<file path="src/rtl/core/hpt_pkg.sv">
package hpt_pkg;

  localparam int COORD_WIDTH_DEF = 32;
  localparam int FIELD_W         = 32;
  localparam int COEF_W          = 32;
  localparam int NUM_REGS        = 8;
  localparam int REG_W           = 64;
  localparam int CFG_IDX_W       = 4;
  localparam int NUM_LANES       = 4;
  localparam int FRAC_BITS       = 16;
  localparam int PIPE_STAGES     = 3;

  localparam logic CMD_AFFINE = 1'b0;
  localparam logic CMD_FULL   = 1'b1;

  localparam logic [NUM_REGS-1:0][REG_W-1:0] CFG_RESET = {
    64'd281474976710656, 64'd0, 64'd65536, 64'd0,
    64'd0, 64'd281474976710656, 64'd0, 64'd65536
  };

  typedef struct packed {
    logic                      command;
    logic signed [FIELD_W-1:0] coord_x;
    logic signed [FIELD_W-1:0] coord_y;
    logic signed [FIELD_W-1:0] coord_z;
    logic signed [FIELD_W-1:0] coord_w;
  } hpt_in_t;

  typedef struct packed {
    logic signed [FIELD_W-1:0] out_x;
    logic signed [FIELD_W-1:0] out_y;
    logic signed [FIELD_W-1:0] out_z;
    logic signed [FIELD_W-1:0] out_w;
    logic                      saturated;
  } hpt_out_t;

  typedef struct packed {
    logic signed [FIELD_W-1:0] val;
    logic                      clip;
  } hpt_lane_res_t;

  typedef struct packed {
    logic valid;
    logic full;
  } hpt_stage_t;

endpackage

</file>
<file path="src/rtl/core/hpt_merge.sv">
module hpt_merge import hpt_pkg::*; (
  input  logic          clk_i,
  input  logic          rst_ni,
  input  hpt_stage_t    stage_i,
  input  hpt_lane_res_t lane_i [NUM_LANES],
  output logic          adv_o,
  output logic          out_valid_o,
  input  logic          out_ready_i,
  output hpt_out_t      out_data_o
);

  logic     valid_q;
  hpt_out_t data_q;
  hpt_out_t data_d;

  assign adv_o = !valid_q || out_ready_i;

  always_comb begin
    data_d.out_x     = lane_i[0].val;
    data_d.out_y     = lane_i[1].val;
    data_d.out_z     = lane_i[2].val;
    data_d.out_w     = (stage_i.full == CMD_FULL) ? lane_i[3].val : '0;
    data_d.saturated = lane_i[0].clip || lane_i[1].clip || lane_i[2].clip ||
                       ((stage_i.full == CMD_FULL) && lane_i[3].clip);
  end

  always_ff @(posedge clk_i or negedge rst_ni) begin
    if (!rst_ni) begin
      valid_q <= 1'b0;
    end else if (adv_o) begin
      valid_q <= stage_i.valid;
    end
  end

  always_ff @(posedge clk_i) begin
    if (adv_o && stage_i.valid) begin
      data_q <= data_d;
    end
  end

  assign out_valid_o = valid_q;
  assign out_data_o  = data_q;

endmodule

</file>
<file path="config.mk">
export PLATFORM = sky130hd
export DESIGN_NAME = hpt_merge
export DESIGN_NICKNAME = d
export VERILOG_FILES = /design/src/rtl/core/hpt_pkg.sv /design/src/rtl/core/hpt_merge.sv
export SDC_FILE = /design/constraint.sdc
export NUM_CORES = 1
export LEC_CHECK = 0
export BUFFER_PORTS_ARGS = -buffer_cell sky130_fd_sc_hd__buf_2
export CAP_MARGIN = 40
export CORE_AREA = 2 2 103 105
export DETAILED_ROUTE_END_ITERATION = 7
export DIE_AREA = 0 0 105 107
export GPL_TIMING_DRIVEN = 0
export HOLD_SLACK_MARGIN = 0.02
export PLACE_DENSITY = 0.85
export SKIP_LAST_GASP = 1
export SYNTH_ARGS = -nofsm -noshare
export SYNTH_HDL_FRONTEND = slang
export SYNTH_SLANG_ARGS = --single-unit
export TNS_END_PERCENT = 10
</file>
<file path="constraint.sdc">
create_clock -name clk_i -period 4.4 [get_ports clk_i]
set_input_delay 0.66 -clock clk_i [delete_from_list [all_inputs] [get_ports clk_i]]
set_output_delay 0.66 -clock clk_i [all_outputs]
set_load 0.03 [all_outputs]
</file>
==> impl_metrics.toml <==
[outcome]
outcome = "finished clean"

[routing]
firstDrtPassIters = 4
routed_wl_mm = 9.66
drt.antenna.violating_nets = 0
via_per_inst = 4.36
via_count = 2643
wl_per_cell_um = 15.9
drc = 0
drt-initial-drc-count = 65

[timing]
setup_tns_ns = 0
finalMaxSlewViolations = 0
relSlewSlack_pct = 44.2
period_minus_slack_ns = 1.95
hold_viol = 0
worst_slew_pin_slew_ns = 0.837
finalCritPeriodShare_pct = 44.4
fmax_mhz = 512
setup_viol = 0
rsz0062_at_grt = "no"
skew_ns = 0.0111

[clock_network]
cts_buffer_depth = 2
post_cts_buffers = 0
cts_root_buf = "clkbuf_8"
clk_pin_slew_ns = 0.06
cts_buffers = 17
cts_max_level = 4
clock_sinks = 130
tritoncts = "yes"
clkLatencyLatePin_ns = 0.50

[critical_path]
worst_setup_path_end_kind = "flop"
crit_fanout = 68
critPathKind = "flop to flop"
startpoint = "out_valid_o"
r2r-start = "out_valid_o"
cp.required_ns = 4.57
crit_path_start_kind = "flop"
slowest_delay_ns = 0.69
arrival_ns = 2.12
crit_chain = "nand2b_1 -> and2_4 -> buf_16"
crit_path_top_delay_cell = "and2_4"

[die]
ios = 268
die-height_um = 107
die-area_um2 = 11200
rows = 37
dieWidth_um = 105
fp.coreArea_um2 = 10100
start_util_pct = 41.1

[grt]
track_usage_pct = 17.1
overflow = 0
grt_pass1_vias = 2736
grt_pass1_wl_mm = 14.0
grt_max_degree = 69
antenna_found_initial = 0

[yosys]
yosys.area.top_type_share_pct = 93.4
synthTopCellsByArea = "edfxtp_1 (93%), and2_1 (4.7%), dfrtp_1 (0.60%)"
yosys.area.top_type = "edfxtp_1"
ys_seq_area_share_pct = 94.0
avgSynthCellArea_um2 = 24.5
synth_area_um2 = 4150
ys_types = 7
synth.yosys.warnings = 0
synth_cells = 169
synth_seq_cells = 130
synth_nets = 306

[placed_design]
placed_area_um2 = 5680
hpwl_mm = 7.32
io_buffers = 267
gp_congestion = 0.716

[flow_run]
maxCapViolCount = 0

[final_layout]
stdcell_area_um2 = 6310
drive_gt1_share_pct = 63.8
layout_common_cells = "buf_2 (267), edfxtp_1 (129), and2_1 (30), clkbuf_16 (16), bufinv_16 (5)"
nNetsFinal = 594
area_growth_pct = 52.1
final_common_cell = "buf_2"
n_antenna_cell = 0

[power_and_ir_drop]
powerDensity_nw_per_um2 = 511
ir_worst_vdd_mv = 0.237
leakage_nw = 2.73

[worst_hold_path]
hold_class = "input port to flop"
hp-start = "lane_i[131]"
==> layer usage <==
layer | global-route usage, % | part of all wire (%) | vias up | wire length [µm]
met5 | 0 | 0 | - | 0
met4 | 9.14 | 2.4 | 0 | 230
met3 | 7.36 | 9.8 | 15 | 948
met2 | 28.8 | 52 | 166 | 5030
met1 | 18.2 | 36 | 1231 | 3450
li1 | - | - | 1231 | -
==> power breakdown <==
| group | switching, mW | leakage (nW) | internal, mW |
|---|---|---|---|
| registers | 0.0171 | 1.25 | 1.45 |
| clock network | 0.478 | 0.295 | 0.969 |
| logic | 0.213 | 1.18 | 0.0980 |
| total | 0.708 | 2.73 | 2.51 |
==> critical path, delay by kind of cell, from the launching register on <==
kind,cells,cell delay [ns]
buffers and inverters,1,0.37
DFF,1,0.38
and+or+nand+nor,2,0.81
==> layout make-up <==
type                       instances  area, µm²
multi-input combinational         36        235
clock buffer                      20        425
clock inverter                    12        188
buffer                             3       15.0
sequential                       130       3900
fill                             776       3790
timing repair buffer             269       1370
tap                              136        170
==> cells in the mapped netlist <==
cell type and count:
a2111o_1 1, and2_1 31, and2_2 2, clkbuf_2 3, dfrtp_1 1, edfxtp_1 129
nand2b_1 2
==> sequential cells by signal, indices dropped and copies added, names as in the netlist <==
signal       flops
out_data_o     129
out_valid_o      1
==> cell families (layout without fill, tap and decap cells) <==
| family | after synthesis | in the layout | synth area share (%) |
|---|---|---|---|
| simple gates | 35 | 35 | 5.34 |
| flops | 130 | 130 | 94.0 |
| compound gates | 1 | 1 | 0.272 |
| buf+inv | 3 | 304 | 0.362 |
==> through the flow <==
step	cells	util, %	hold WS, ns	total power, mW	worst slack, ns
after floorplan	169	-	0.364	1.67	1.31
final	606	62.5	0.327	3.22	2.45
after CTS	606	62.5	0.299	3.25	2.42
after global routing	606	62.5	0.293	3.33	2.30
after detailed placement	573	56.3	0.436	1.80	2.05
after global placement	572	56.0	0.435	1.79	1.04
==> timing repair <==
item / 4_1_cts / 5_1_grt
gates resized for setup: 0 / 0
hold buffers: 1 / 0
hold endpoints to repair: 1 / 0
setup endpoints to repair: 0 / 0
==> path summary, 6_finish.rpt <==
| path | endpoint | slack (ns) | cells after the start |
|---|---|---|---|
| worst max-delay path | out_data_o[53] | 2.45 | 3 |
| worst min-delay path | out_data_o[128] | 0.33 | 1 |
| worst max register to register | out_data_o[53] | 2.45 | 3 |
| worst min register to register | out_valid_o | 0.58 | 2 |
| max in group asynchronous | out_valid_o | 3.85 | 2 |
| min in group asynchronous | out_valid_o | 0.47 | 2 |
Note: power is estimated with default switching activity, not from simulation.
